## src/rtl/core/jdc_pkg.sv

```systemverilog
// ----------------------------------------------------------------------------
// Julian day converter package
// Field widths, pipeline depth, opcodes and the month span table shared by
// the converter datapaths.
// ----------------------------------------------------------------------------
`default_nettype none

package jdc_pkg;

   localparam int YEAR_W  = 14;
   localparam int MONTH_W = 4;
   localparam int DAY_W   = 5;
   localparam int JD_W    = 22;
   localparam int WDAY_W  = 3;

   // Stages before the output register; the output register is the last one.
   localparam int CALC_STAGES = 6;
   localparam int NUM_STAGES  = CALC_STAGES + 1;

   localparam int REQ_DATA_W = 48;
   localparam int RSP_DATA_W = 48;

   typedef enum logic {
      OP_DATE_TO_JD = 1'b0,
      OP_JD_TO_DATE = 1'b1
   } opcode_type;

   // Month term of the day count for month index k, that is floor(30.6001 * k).
   function automatic logic [8:0] month_span(input logic [4:0] k);
      logic [8:0] span;
      case (k)
         5'd0:    span = 9'd0;
         5'd1:    span = 9'd30;
         5'd2:    span = 9'd61;
         5'd3:    span = 9'd91;
         5'd4:    span = 9'd122;
         5'd5:    span = 9'd153;
         5'd6:    span = 9'd183;
         5'd7:    span = 9'd214;
         5'd8:    span = 9'd244;
         5'd9:    span = 9'd275;
         5'd10:   span = 9'd306;
         5'd11:   span = 9'd336;
         5'd12:   span = 9'd367;
         5'd13:   span = 9'd397;
         5'd14:   span = 9'd428;
         5'd15:   span = 9'd459;
         5'd16:   span = 9'd489;
         default: span = 9'd0;
      endcase
      return span;
   endfunction

endpackage

`default_nettype wire

```

## src/rtl/core/jdc_weekday.sv

```systemverilog
// ----------------------------------------------------------------------------
// Julian day converter weekday unit
// Two stages that reduce a day number modulo seven by summing octal digits,
// giving 0 for Sunday through 6 for Saturday.
// ----------------------------------------------------------------------------
`default_nettype none

module jdc_weekday (
   input  wire logic                           clock,
   input  wire logic [1:0]                     stage_en,
   input  wire logic [jdc_pkg::JD_W-1:0]       day_num,
   output logic      [jdc_pkg::WDAY_W-1:0]     weekday
);

   localparam int DIGITS = jdc_pkg::JD_W / 3;

   logic [5:0] sum_in;
   logic [5:0] sum_ff;
   logic [3:0] fold;
   logic [2:0] wday_in;
   logic [2:0] wday_ff;

   // Eight is one modulo seven, so octal digits add up to the same residue.
   always_comb begin
      sum_in = 6'd1 + {5'd0, day_num[jdc_pkg::JD_W-1]};
      for (int i = 0; i < DIGITS; i++) begin
         sum_in = sum_in + {3'd0, day_num[3*i +: 3]};
      end
   end

   always_comb begin
      fold    = {1'b0, sum_ff[5:3]} + {1'b0, sum_ff[2:0]};
      wday_in = (fold >= 4'd7) ? 3'(fold - 4'd7) : fold[2:0];
   end

   always_ff @(posedge clock) begin
      if (stage_en[0]) begin
         sum_ff <= sum_in;
      end
      if (stage_en[1]) begin
         wday_ff <= wday_in;
      end
   end

   assign weekday = wday_ff;

endmodule

`default_nettype wire

```

## src/rtl/core/jdc_date_path.sv

```systemverilog
// ----------------------------------------------------------------------------
// Julian day converter date to day number path
// Adjusts the year and month, forms the year and month terms with the
// Gregorian correction, adds them and saturates to the day number range.
// ----------------------------------------------------------------------------
`default_nettype none

module jdc_date_path (
   input  wire logic                                clock,
   input  wire logic [jdc_pkg::CALC_STAGES-1:0]     stage_en,
   input  wire logic [jdc_pkg::YEAR_W-1:0]          year,
   input  wire logic [jdc_pkg::MONTH_W-1:0]         month,
   input  wire logic [jdc_pkg::DAY_W-1:0]           day,
   output logic      [jdc_pkg::JD_W-1:0]            jd_mid,
   output logic      [jdc_pkg::JD_W-1:0]            jd_last
);

   localparam logic [13:0] GREG_YEAR  = 14'd1582;
   localparam logic [3:0]  GREG_MONTH = 4'd10;
   localparam logic [4:0]  GREG_DAY   = 5'd15;
   localparam logic [24:0] JD_BASE    = 25'd1720995;

   // Stage 1: astronomical year and March based month.
   logic        neg;
   logic        early;
   logic [14:0] y_wide;
   logic [13:0] y1_in;
   logic [3:0]  m1_in;
   logic        g1_in;
   logic [13:0] y1_ff;
   logic [3:0]  m1_ff;
   logic [4:0]  d1_ff;
   logic        g1_ff;

   always_comb begin
      neg    = year[13];
      early  = (month <= 4'd2);
      y_wide = {year[13], year} + {14'd0, neg} - {14'd0, early};
      y1_in  = y_wide[13:0];
      m1_in  = early ? (month + 4'd12) : month;
      g1_in  = ($signed(y1_in) > $signed(GREG_YEAR)) ||
               ((y1_in == GREG_YEAR) &&
                ((m1_in > GREG_MONTH) || ((m1_in == GREG_MONTH) && (day >= GREG_DAY))));
   end

   // Stage 2: year term, century and month term.
   logic signed [25:0] a_prod;
   logic signed [25:0] a_quart;
   logic [25:0]        cent_prod;
   logic [23:0]        a2_in;
   logic [6:0]         c2_in;
   logic [8:0]         b2_in;
   logic [23:0]        a2_ff;
   logic [6:0]         c2_ff;
   logic [8:0]         b2_ff;
   logic [4:0]         d2_ff;
   logic               g2_ff;

   always_comb begin
      a_prod    = $signed({{12{y1_ff[13]}}, y1_ff}) * $signed(26'd1461);
      a_quart   = a_prod >>> 2;
      a2_in     = a_quart[23:0];
      // Division by 100 through a reciprocal; exact for years below 8192.
      cent_prod = {13'd0, y1_ff[12:0]} * 26'd5243;
      c2_in     = cent_prod[25:19];
      b2_in     = jdc_pkg::month_span({1'b0, m1_ff} + 5'd1);
   end

   // Stage 3: sum of all terms.
   logic [7:0]  corr;
   logic [24:0] s3_in;
   logic [24:0] s3_ff;

   always_comb begin
      corr  = g2_ff ? (8'd2 - {1'b0, c2_ff} + {3'd0, c2_ff[6:2]}) : 8'd0;
      s3_in = {a2_ff[23], a2_ff} + {16'd0, b2_ff} + {20'd0, d2_ff} + JD_BASE +
              {{17{corr[7]}}, corr};
   end

   // Stage 4: saturation, then the result is carried along.
   logic [21:0] r4_in;
   logic [21:0] r4_ff;
   logic [21:0] r5_ff;
   logic [21:0] r6_ff;

   always_comb begin
      if (s3_ff[24]) begin
         r4_in = '0;
      end else if (s3_ff[23:22] != 2'b00) begin
         r4_in = '1;
      end else begin
         r4_in = s3_ff[21:0];
      end
   end

   always_ff @(posedge clock) begin
      if (stage_en[0]) begin
         y1_ff <= y1_in;
         m1_ff <= m1_in;
         d1_ff <= day;
         g1_ff <= g1_in;
      end
      if (stage_en[1]) begin
         a2_ff <= a2_in;
         c2_ff <= c2_in;
         b2_ff <= b2_in;
         d2_ff <= d1_ff;
         g2_ff <= g1_ff;
      end
      if (stage_en[2]) begin
         s3_ff <= s3_in;
      end
      if (stage_en[3]) begin
         r4_ff <= r4_in;
      end
      if (stage_en[4]) begin
         r5_ff <= r4_ff;
      end
      if (stage_en[5]) begin
         r6_ff <= r5_ff;
      end
   end

   assign jd_mid  = r4_ff;
   assign jd_last = r6_ff;

endmodule

`default_nettype wire

```

## src/rtl/core/jdc_jd_path.sv

```systemverilog
// ----------------------------------------------------------------------------
// Julian day converter day number to date path
// Gregorian correction, year count and month count, each division done as a
// multiplication by a constant reciprocal in a stage of its own.
// ----------------------------------------------------------------------------
`default_nettype none

module jdc_jd_path (
   input  wire logic                                clock,
   input  wire logic [jdc_pkg::CALC_STAGES-1:0]     stage_en,
   input  wire logic [jdc_pkg::JD_W-1:0]            julian_day,
   output logic      [jdc_pkg::JD_W-1:0]            jd_mid,
   output logic      [jdc_pkg::YEAR_W-1:0]          year_next,
   output logic      [jdc_pkg::MONTH_W-1:0]         month_next,
   output logic      [jdc_pkg::DAY_W-1:0]           day_next
);

   localparam logic [21:0] GREG_START_JD = 22'd2299161;
   localparam logic [23:0] CENT_OFFSET   = 24'd7468865;
   localparam logic [22:0] DAY_OFFSET    = 23'd1524;
   localparam logic [26:0] YEAR_OFFSET   = 27'd2442;
   localparam logic [14:0] EPOCH_YEAR    = 15'd4716;
   localparam logic [13:0] EPOCH_C       = 14'd4716;

   localparam logic [63:0] RECIP_A_WIDE = ((64'd1 << 42) + 64'd146096) / 64'd146097;
   localparam logic [63:0] RECIP_B_WIDE = ((64'd1 << 40) + 64'd7304) / 64'd7305;
   localparam logic [63:0] RECIP_C_WIDE = ((64'd10000 << 28) + 64'd306000) / 64'd306001;
   localparam logic [24:0] RECIP_A = RECIP_A_WIDE[24:0];
   localparam logic [27:0] RECIP_B = RECIP_B_WIDE[27:0];
   localparam logic [23:0] RECIP_C = RECIP_C_WIDE[23:0];

   // Stage 1: numerator of the century count.
   logic [23:0] n1_in;
   logic        g1_in;
   logic [21:0] z1_ff;
   logic [23:0] n1_ff;
   logic        g1_ff;

   always_comb begin
      n1_in = {julian_day, 2'b00} - CENT_OFFSET;
      g1_in = (julian_day >= GREG_START_JD);
   end

   // Stage 2: century count.
   logic [48:0] p1;
   logic [5:0]  al2_in;
   logic [21:0] z2_ff;
   logic [5:0]  al2_ff;
   logic        g2_ff;

   always_comb begin
      p1     = {25'd0, n1_ff} * {24'd0, RECIP_A};
      al2_in = p1[47:42];
   end

   // Stage 3: corrected day count and numerator of the year count.
   logic [6:0]  adj;
   logic [22:0] a3;
   logic [22:0] b3_in;
   logic [26:0] n3_in;
   logic [21:0] z3_ff;
   logic [22:0] b3_ff;
   logic [26:0] n3_ff;

   always_comb begin
      adj   = g2_ff ? (7'd1 + {1'b0, al2_ff} - {3'd0, al2_ff[5:2]}) : 7'd0;
      a3    = {1'b0, z2_ff} + {16'd0, adj};
      b3_in = a3 + DAY_OFFSET;
      n3_in = {b3_in, 4'b0000} + {2'b00, b3_in, 2'b00} - YEAR_OFFSET;
   end

   // Stage 4: year count.
   logic [54:0] p2;
   logic [13:0] c4_in;
   logic [21:0] z4_ff;
   logic [22:0] b4_ff;
   logic [13:0] c4_ff;

   always_comb begin
      p2    = {28'd0, n3_ff} * {27'd0, RECIP_B};
      c4_in = p2[53:40];
   end

   // Stage 5: days into the March based year, always below 512.
   logic [24:0] d_prod;
   logic [22:0] x_full;
   logic [8:0]  x5_in;
   logic [8:0]  x5_ff;
   logic [13:0] c5_ff;

   always_comb begin
      d_prod = {11'd0, c4_ff} * 25'd1461;
      x_full = b4_ff - d_prod[24:2];
      x5_in  = x_full[8:0];
   end

   // Stage 6: month count.
   logic [32:0] p3;
   logic [3:0]  e6_in;
   logic [8:0]  x6_ff;
   logic [13:0] c6_ff;
   logic [3:0]  e6_ff;

   always_comb begin
      p3    = {24'd0, x5_ff} * {9'd0, RECIP_C};
      e6_in = p3[31:28];
   end

   // Final date fields, registered by the output stage.
   logic [8:0]  day_diff;
   logic [3:0]  mo;
   logic [14:0] c15;
   logic [14:0] yr;

   always_comb begin
      day_diff = x6_ff - jdc_pkg::month_span({1'b0, e6_ff});
      mo       = (e6_ff <= 4'd13) ? (e6_ff - 4'd1) : (e6_ff - 4'd13);
      c15      = {1'b0, c6_ff};
      // There is no year zero, so counts that land on or before it step back by one.
      if (mo > 4'd2) begin
         yr = (c6_ff <= EPOCH_C) ? (c15 - EPOCH_YEAR - 15'd1) : (c15 - EPOCH_YEAR);
      end else begin
         yr = (c6_ff <= EPOCH_C - 14'd1) ? (c15 - EPOCH_YEAR) : (c15 - EPOCH_YEAR + 15'd1);
      end
   end

   always_ff @(posedge clock) begin
      if (stage_en[0]) begin
         z1_ff <= julian_day;
         n1_ff <= n1_in;
         g1_ff <= g1_in;
      end
      if (stage_en[1]) begin
         z2_ff  <= z1_ff;
         al2_ff <= al2_in;
         g2_ff  <= g1_ff;
      end
      if (stage_en[2]) begin
         z3_ff <= z2_ff;
         b3_ff <= b3_in;
         n3_ff <= n3_in;
      end
      if (stage_en[3]) begin
         z4_ff <= z3_ff;
         b4_ff <= b3_ff;
         c4_ff <= c4_in;
      end
      if (stage_en[4]) begin
         x5_ff <= x5_in;
         c5_ff <= c4_ff;
      end
      if (stage_en[5]) begin
         x6_ff <= x5_ff;
         c6_ff <= c5_ff;
         e6_ff <= e6_in;
      end
   end

   assign jd_mid     = z4_ff;
   assign year_next  = yr[13:0];
   assign month_next = mo;
   assign day_next   = day_diff[4:0];

endmodule

`default_nettype wire

```

## src/rtl/core/julian_day_converter.sv

```systemverilog
// ----------------------------------------------------------------------------
// Julian day converter
// Converts a calendar date to a Julian day number or a day number to a date,
// with the weekday in both cases, selected per word, in a seven stage pipeline.
// ----------------------------------------------------------------------------
//  channel  direction  tdata fields (low bit first)                 tuser
//  req_     in         year 14, month 4, day 5, julian_day 22, pad  opcode
//  rsp_     out        out_julian_day 22, out_year 14, out_month 4,  -
//                      out_day 5, weekday 3
//
//  One word is accepted per cycle while req_tready is high; each result leaves
//  after passing through every stage of the pipeline.
//  Reset clears only the stage valid bits; the pipeline is empty afterwards.
//  A stalled result stage holds its word while earlier stages keep filling
//  empty slots, so req_tready falls only when every stage is occupied.
// ----------------------------------------------------------------------------
`default_nettype none

module julian_day_converter (
   input  wire logic                               clock,
   input  wire logic                               reset,
   input  wire logic                               req_tvalid,
   output logic                                    req_tready,
   // year [13:0], month [17:14], day [22:18], julian_day [44:23], zero [47:45]
   input  wire logic [jdc_pkg::REQ_DATA_W-1:0]     req_tdata,
   // opcode [0]
   input  wire logic                               req_tuser,
   output logic                                    rsp_tvalid,
   input  wire logic                               rsp_tready,
   // out_julian_day [21:0], out_year [35:22], out_month [39:36], out_day [44:40],
   // weekday [47:45]
   output logic      [jdc_pkg::RSP_DATA_W-1:0]     rsp_tdata
);

   localparam int LAST = jdc_pkg::NUM_STAGES - 1;

   logic [jdc_pkg::NUM_STAGES-1:0]  take;
   logic [jdc_pkg::NUM_STAGES-1:0]  valid_in;
   logic [jdc_pkg::NUM_STAGES-1:0]  valid_ff;
   jdc_pkg::opcode_type             op_ff [jdc_pkg::CALC_STAGES];

   logic [jdc_pkg::YEAR_W-1:0]      req_year;
   logic [jdc_pkg::MONTH_W-1:0]     req_month;
   logic [jdc_pkg::DAY_W-1:0]       req_day;
   logic [jdc_pkg::JD_W-1:0]        req_jd;

   logic [jdc_pkg::JD_W-1:0]        date_jd_mid;
   logic [jdc_pkg::JD_W-1:0]        date_jd_last;
   logic [jdc_pkg::JD_W-1:0]        jd_mid;
   logic [jdc_pkg::YEAR_W-1:0]      jd_year;
   logic [jdc_pkg::MONTH_W-1:0]     jd_month;
   logic [jdc_pkg::DAY_W-1:0]       jd_day;
   logic [jdc_pkg::JD_W-1:0]        wday_src;
   logic [jdc_pkg::WDAY_W-1:0]      wday;

   logic [jdc_pkg::RSP_DATA_W-1:0]  rsp_in;
   logic [jdc_pkg::RSP_DATA_W-1:0]  rsp_ff;

   assign req_year  = req_tdata[13:0];
   assign req_month = req_tdata[17:14];
   assign req_day   = req_tdata[22:18];
   assign req_jd    = req_tdata[44:23];

   // A stage can load when it is empty or its word moves on in the same cycle.
   always_comb begin
      take[LAST] = !valid_ff[LAST] || rsp_tready;
      for (int i = LAST - 1; i >= 0; i--) begin
         take[i] = !valid_ff[i] || take[i+1];
      end
      valid_in = {valid_ff[LAST-1:0], req_tvalid};
   end

   assign req_tready = take[0];

   always_ff @(posedge clock) begin
      if (reset) begin
         valid_ff <= '0;
      end else begin
         for (int i = 0; i < jdc_pkg::NUM_STAGES; i++) begin
            if (take[i]) begin
               valid_ff[i] <= valid_in[i];
            end
         end
      end
   end

   always_ff @(posedge clock) begin
      if (take[0]) begin
         op_ff[0] <= jdc_pkg::opcode_type'(req_tuser);
      end
      for (int i = 1; i < jdc_pkg::CALC_STAGES; i++) begin
         if (take[i]) begin
            op_ff[i] <= op_ff[i-1];
         end
      end
   end

   jdc_date_path u_date_path (
      .clock    (clock),
      .stage_en (take[jdc_pkg::CALC_STAGES-1:0]),
      .year     (req_year),
      .month    (req_month),
      .day      (req_day),
      .jd_mid   (date_jd_mid),
      .jd_last  (date_jd_last)
   );

   jdc_jd_path u_jd_path (
      .clock      (clock),
      .stage_en   (take[jdc_pkg::CALC_STAGES-1:0]),
      .julian_day (req_jd),
      .jd_mid     (jd_mid),
      .year_next  (jd_year),
      .month_next (jd_month),
      .day_next   (jd_day)
   );

   assign wday_src = (op_ff[3] == jdc_pkg::OP_JD_TO_DATE) ? jd_mid : date_jd_mid;

   jdc_weekday u_weekday (
      .clock    (clock),
      .stage_en (take[5:4]),
      .day_num  (wday_src),
      .weekday  (wday)
   );

   always_comb begin
      if (op_ff[jdc_pkg::CALC_STAGES-1] == jdc_pkg::OP_JD_TO_DATE) begin
         rsp_in = {wday, jd_day, jd_month, jd_year, {jdc_pkg::JD_W{1'b0}}};
      end else begin
         rsp_in = {wday, {jdc_pkg::DAY_W{1'b0}}, {jdc_pkg::MONTH_W{1'b0}},
                   {jdc_pkg::YEAR_W{1'b0}}, date_jd_last};
      end
   end

   always_ff @(posedge clock) begin
      if (take[LAST]) begin
         rsp_ff <= rsp_in;
      end
   end

   assign rsp_tvalid = valid_ff[LAST];
   assign rsp_tdata  = rsp_ff;

endmodule

`default_nettype wire

```

## config.mk

```make
export PLATFORM = sky130hd
export DESIGN_NAME = julian_day_converter
export DESIGN_NICKNAME = d
export VERILOG_FILES = /design/src/rtl/core/jdc_pkg.sv /design/src/rtl/core/jdc_weekday.sv /design/src/rtl/core/jdc_date_path.sv /design/src/rtl/core/jdc_jd_path.sv /design/src/rtl/core/julian_day_converter.sv
export SDC_FILE = /design/constraint.sdc
export NUM_CORES = 2
export LEC_CHECK = 0
export BUFFER_PORTS_ARGS = -buffer_cell sky130_fd_sc_hd__buf_2
export CAP_MARGIN = 20
export CORE_ASPECT_RATIO = 0.7
export CORE_MARGIN = 4
export CORE_UTILIZATION = 50
export CTS_BUF_LIST = sky130_fd_sc_hd__clkbuf_4
export DETAILED_ROUTE_END_ITERATION = 10
export GPL_TIMING_DRIVEN = 1
export PLACE_DENSITY_LB_ADDON = 0.05
export SLEW_MARGIN = 20
export SYNTH_ARGS = -nofsm -noshare
export SYNTH_HDL_FRONTEND = slang
export SYNTH_SLANG_ARGS = --single-unit
```

## constraint.sdc

```tcl
create_clock -name clock -period 17.5 [get_ports clock]
set_input_delay 3.5 -clock clock [delete_from_list [all_inputs] [get_ports clock]]
set_output_delay 3.5 -clock clock [all_outputs]
set_load 0.02 [all_outputs]
```

Word level (Yosys, flattened, before mapping). Memories as Yosys holds them, arrays and structs flattened. A register that Yosys moved wholly into a read port is not among the register bits. Cells that the tools add are included.

Bits in writable memories: 6. Word-level logic and storage cells: 138. Memories kept: 3. Input port bits: 53. ROM bits: 432. Register bits: 441. Output and inout bits: 50.

Add/subtract/negate cells: 34. Multipliers: 6. Equal/unequal tests: 2. Mux-type cells: 23. Magnitude comparators: 10. Reductions and logical operators: 19.

Memories: (no name shown) (depth 32, bits a word 9, read ports 1, clocked after Yosys merged registers in 1, write ports 0, line jdc_pkg.sv:31) `case (k)`; (no name shown) (depth 16, bits a word 9, read ports 1, clocked after Yosys merged registers in 1, write ports 0, line jdc_pkg.sv:31); op_ff (depth 6, bits a word 1, read ports 6, clocked after Yosys merged registers in 0, write ports 6, line julian_day_converter.sv:40) `jdc_pkg::opcode_type op_ff [jdc_pkg::CALC_STAGES];`.

Operators with widths (number): multiplier 27 x 28 -> 54 bit, second input constant (1); multiplier 24 x 24 -> 47 bit, second input constant (1); two-way mux 22 bit (2); adder 6 x 3 -> 6 bit (7); two-way mux 14 bit (3); multiplier 9 x 22 -> 30 bit, second input constant (1); <= comparator 14 x 13 -> 1 bit, second input constant (2); adder 27 x 25 -> 27 bit (1); subtractor 27 x 12 -> 27 bit, second input constant (1); multiplier 13 x 13 -> 26 bit, second input constant (1); multiplier 14 x 12 -> 26 bit, second input constant (1); adder 24 x 10 -> 25 bit (1); adder 25 x 21 -> 25 bit, second input constant (1); adder 25 bit (1); adder 25 x 5 -> 25 bit (1); subtractor 24 x 23 -> 24 bit, second input constant (1); adder 22 x 7 -> 23 bit (1); adder 23 x 11 -> 23 bit, second input constant (1); >= comparator 22 bit, second input constant (1); adder 14 x 1 -> 14 bit, second input constant (1); adder 14 x 2 -> 14 bit (1); == test 14 x 11 -> 1 bit, second input constant (1); > comparator 14 x 12 -> 1 bit, second input constant (1); multiplier 14 x 11 -> 11 bit, second input constant (1); 32 further kinds (60).

Depth between registers and ports, before layout.
Depth after elaboration: 10. Depth in mapped cells: 34. Mapped depth without buffers: 34.

Modules after synthesis. A second synthesis with hierarchy kept.

Cell total of the unflattened synthesis: 4821. Area total of the unflattened synthesis: 53112.2 um2.

Modules (own cells, without submodules): jdc_jd_path (cells an instance 3266, instances 1, area an instance 35066.1 um2, seq. area each 6736.5 um2); jdc_date_path (cells an instance 1317, instances 1, area an instance 14624.0 um2, seq. area each 4834.6 um2); julian_day_converter (cells an instance 159, instances 1, area an instance 2469.9 um2, seq. area each 1761.7 um2); jdc_weekday (cells an instance 79, instances 1, area an instance 952.2 um2, seq. area each 270.3 um2).

Worst setup path after synthesis. No wires, ideal clock.

Path kind: input-to-output. From: input port rsp_tready. To: output port req_tready. Cell stages on the path: 6. Arrival time: 6.572 ns. Buffers on the path: 2. Path slack: 7.428 ns. Data required time: 14.000 ns. Cells stage by stage: nor2b_1 -> and2_1 -> clkbuf_1 -> and3_1 -> clkbuf_1 -> nand4_1.

Longest elaborated chain between the ends: 7.

RTL lines: start, declared (line julian_day_converter.sv:29) `input wire logic rsp_tready,`; logical OR 1 bit (line julian_day_converter.sv:66) `take[LAST] = !valid_ff[LAST] || rsp_tready;`; logical OR 1 bit (6 in a row) (line julian_day_converter.sv:68) `take[i] = !valid_ff[i] || take[i+1];`; end, declared (line julian_day_converter.sv:23) `output logic req_tready,`.

No other way between the ends.

Final worst setup path. Ends and elaborated chain as after synthesis.

==> run metrics <==
clock slew at reported path FFs ~0.07 ns; multiplexer share of the synthesized area less than 1%; 1st-iter DRT viols approximately 1.4k; DIE AREA approximately 0.11 mm^2; Worst EP required 14.00 ns; CTS tree yes; post-synth cell types 75; crit start category primary input; worst reg2reg path startpoint u_jd_path.n3_ff[24]; Arr. time, crit path roughly 5.4 ns; largest net degree at the start of global routing around 80; Chip Height 277.4 um; Final GP Congestion slightly above 0.9; synth warn 0; flop2flop setup slack roughly 9.0 ns; Syn Inst Count around 4.6k; Final Hold Vio Count 0; Die Wd slightly below 400 um; first drt pass iteration count 5; fin cells roughly 6.3k; min Tclk post-route just under 9 ns; area leader, netlist fa_1; # IOs 103; first-pass GRT wire length about 180,000 um; Post-synth top flop edfxtp_1; Hold Path End u_jd_path.jd_mid[16]; CTS root buf clkbuf_4; CTS Buffer Depth 3; Layout Skew 0.07932 ns; most common cell in the netlist inv_1; GRT Util Overall a little over a fifth; Starting Density roughly half; WL/cell 17.39 um; initial antenna violation count 15; final routed DRC violation total 0; Num CTS Buffers 111; global route overflow 0; Worst Min Path Start u_jd_path.z3_ff[16]; Slew HR 31.84%; Mapped Avg Cell Area about 11 um^2; top cell type's share of synthesized area 26.27%; post-synthesis to final-layout area growth 7.158%; Post-synth EDFFs 445; H-tree lvl count 3; RSZ-0062 raised after global routing no; total of max-cap violations 0; Synth Area in Simple Gates between 5 and 6%; Post-Synth Adder-Cell Area slightly below 50%; CTS sink cnt between 400 and 500; Async S/R FF share, synth 0%; final HPWL from detailed placement between 90,000 and 100,000 um; R2R depth 23; Seq cells post-synth 457; Hold WC Path Type reg2reg; sequential area share after synthesis a little over a quarter; crit end category output pin; Worst Hold Depth 0; Skew-Pair Late Insertion Delay around 0.96 ns; final net count between 6k and 7k; syn nets 6,305; # rows around 100; largest family of logic cells by synthesized area adder cells; status completed; # hold bufs at CTS 0; Core ar. about 0.1 mm^2; synth cell count leaders 1,286 x inv_1, 931 x ha_1, 680 x fa_1; post-route setup TNS 0 ns; Post-Synth XOR/XNOR Area 3.870%; Vias ~31k; DP Cell Count 6,077; IO buf count 99; Final Cycle Share 50.55%; # Post-CTS Setup Buffers 0; CP Max Fanout 13; final number of setup-violating endpoints 0; largest cells by area after synthesis fa_1 26%, edfxtp_1 26%, ha_1 22%, inv_1 9.3%, xnor2_1 2.6%; layout cell share with drive strength beyond 1 ~6.8%; worst reg2reg endpoint u_jd_path.c4_ff[12]; Multi-input gate area around 0.033 mm^2; Avg Vias per Cell just under 5; post_cts resized 0; Final ANT Viol Nets 0; vias in the first global route between 30k and 40k; area fraction in compound gates after synthesis approximately 5.8%; Tightest Pin Transition 1.022 ns; Final Max Slew Viols 0; Max Clock Freq between 100 and 150 MHz; Crit Path Category in2out; Mapped Area 0.05183 mm^2; Layout fillers ~9.2k; register area about 0.014 mm^2; final wirelength between 100,000 and 150,000 um
-- critical path: stages --
cell     delay, ns
buf_2         0.09
nor2b_1       0.20
and2_1        0.46
and3_1        0.45
nand4_1       0.14
buf_4         0.26
buf_2         0.21
-- flip-flops by register name, summed over array words and instances, names as in the netlist, 22 cells and up, named ones only --
register             count
rsp_tdata               48
u_date_path.s3_ff       25
u_jd_path.n3_ff         25
u_date_path.a2_ff       24
u_date_path.jd_last     22
u_date_path.jd_mid      22
u_date_path.r5_ff       22
u_jd_path.jd_mid        22
u_jd_path.n1_ff         22
u_jd_path.z1_ff         22
u_jd_path.z2_ff         22
u_jd_path.z3_ff         22
-- cell usage in the layout (no fill, tap or decap), types with 9 or more instances in the layout --
| cell | count |
|---|---|
| o21bai_1 | 18 |
| nand4_1 | 18 |
| or2_2 | 11 |
| a21oi_1 | 150 |
| and2_1 | 32 |
| buf_4 | 11 |
| xor2_1 | 77 |
| nor2_1 | 167 |
| clkbuf_4 | 165 |
| a211oi_1 | 16 |
| nor3_1 | 28 |
| dfxtp_1 | 12 |
| inv_1 | 1284 |
| mux2_2 | 20 |
| nand3_1 | 36 |
| o21ai_1 | 42 |
| a21o_1 | 82 |
| clkinv_1 | 29 |
| diode_2 | 10 |
| o21ai_0 | 42 |
| buf_2 | 99 |
| nand2b_1 | 29 |
| ha_1 | 931 |
| edfxtp_1 | 445 |
| nand2_1 | 100 |
| nor2b_1 | 48 |
| xnor2_1 | 152 |
| o21a_1 | 29 |
| a31oi_1 | 15 |
| and3_1 | 18 |
| o211ai_1 | 9 |
| fa_1 | 680 |
| mux2i_1 | 14 |
-- routing by layer --
metal  vias to the layer above  global-route usage, %  share of wire (%)
li1                      15430                      -                  -
met1                     14780                  33.60                 52
met2                       614                  28.99                 40
met3                       124                  4.866                6.1
met4                         6                  4.670                1.8
met5                         -                      0              0.036
-- logic make-up (layout without fill, tap and decap cells) --
logic type,Yosys count,after routing
DFF,457,457
other,0,10
xor gates and xnor gates,229,229
AOI/OAI and AO/OA,468,468
and+or+nand+nor,529,529
muxes,35,35
adders and majority gates,1611,1611
buffers and inverters,1312,1605
-- stage by stage --
step	hold WS, ns	util (%)	worst slack, ns	cell area (um^2)
finish	0.3995	54.18	8.654	55540
global route	0.3777	54.17	8.490	55530
CTS	0.3707	54.15	8.642	55510
detailed placement	0.4045	52.70	8.654	54020
global placement	0.4005	52.70	8.663	54020
floorplan	0.4003	-	7.428	51830
-- how the worst max path moves through the flow --
stage,start,end,slack (ns)
5_1_grt,rsp_tready,req_tready,8.49
6_report,rsp_tready,req_tready,8.65
3_3_place_gp,rsp_tready,req_tready,8.66
3_5_place_dp,rsp_tready,req_tready,8.65
2_1_floorplan,rsp_tready,req_tready,7.43
4_1_cts,rsp_tready,req_tready,8.64
-- area by class of cell --
type / instances / share of cell area, %
multi-input cells: 2872 / 59.99
flip-flops and latches: 457 / 24.49
inverters: 1288 / 8.708
well taps: 1350 / 3.041
clock buffers: 165 / 2.230
repair buffers: 110 / 1.041
clock inverters: 42 / 0.4483
diodes: 10 / 0.04506
Power is left out: the tool's default activity adds up to more than one toggle a clock period on the data nets, which glitch-free logic cannot reach.
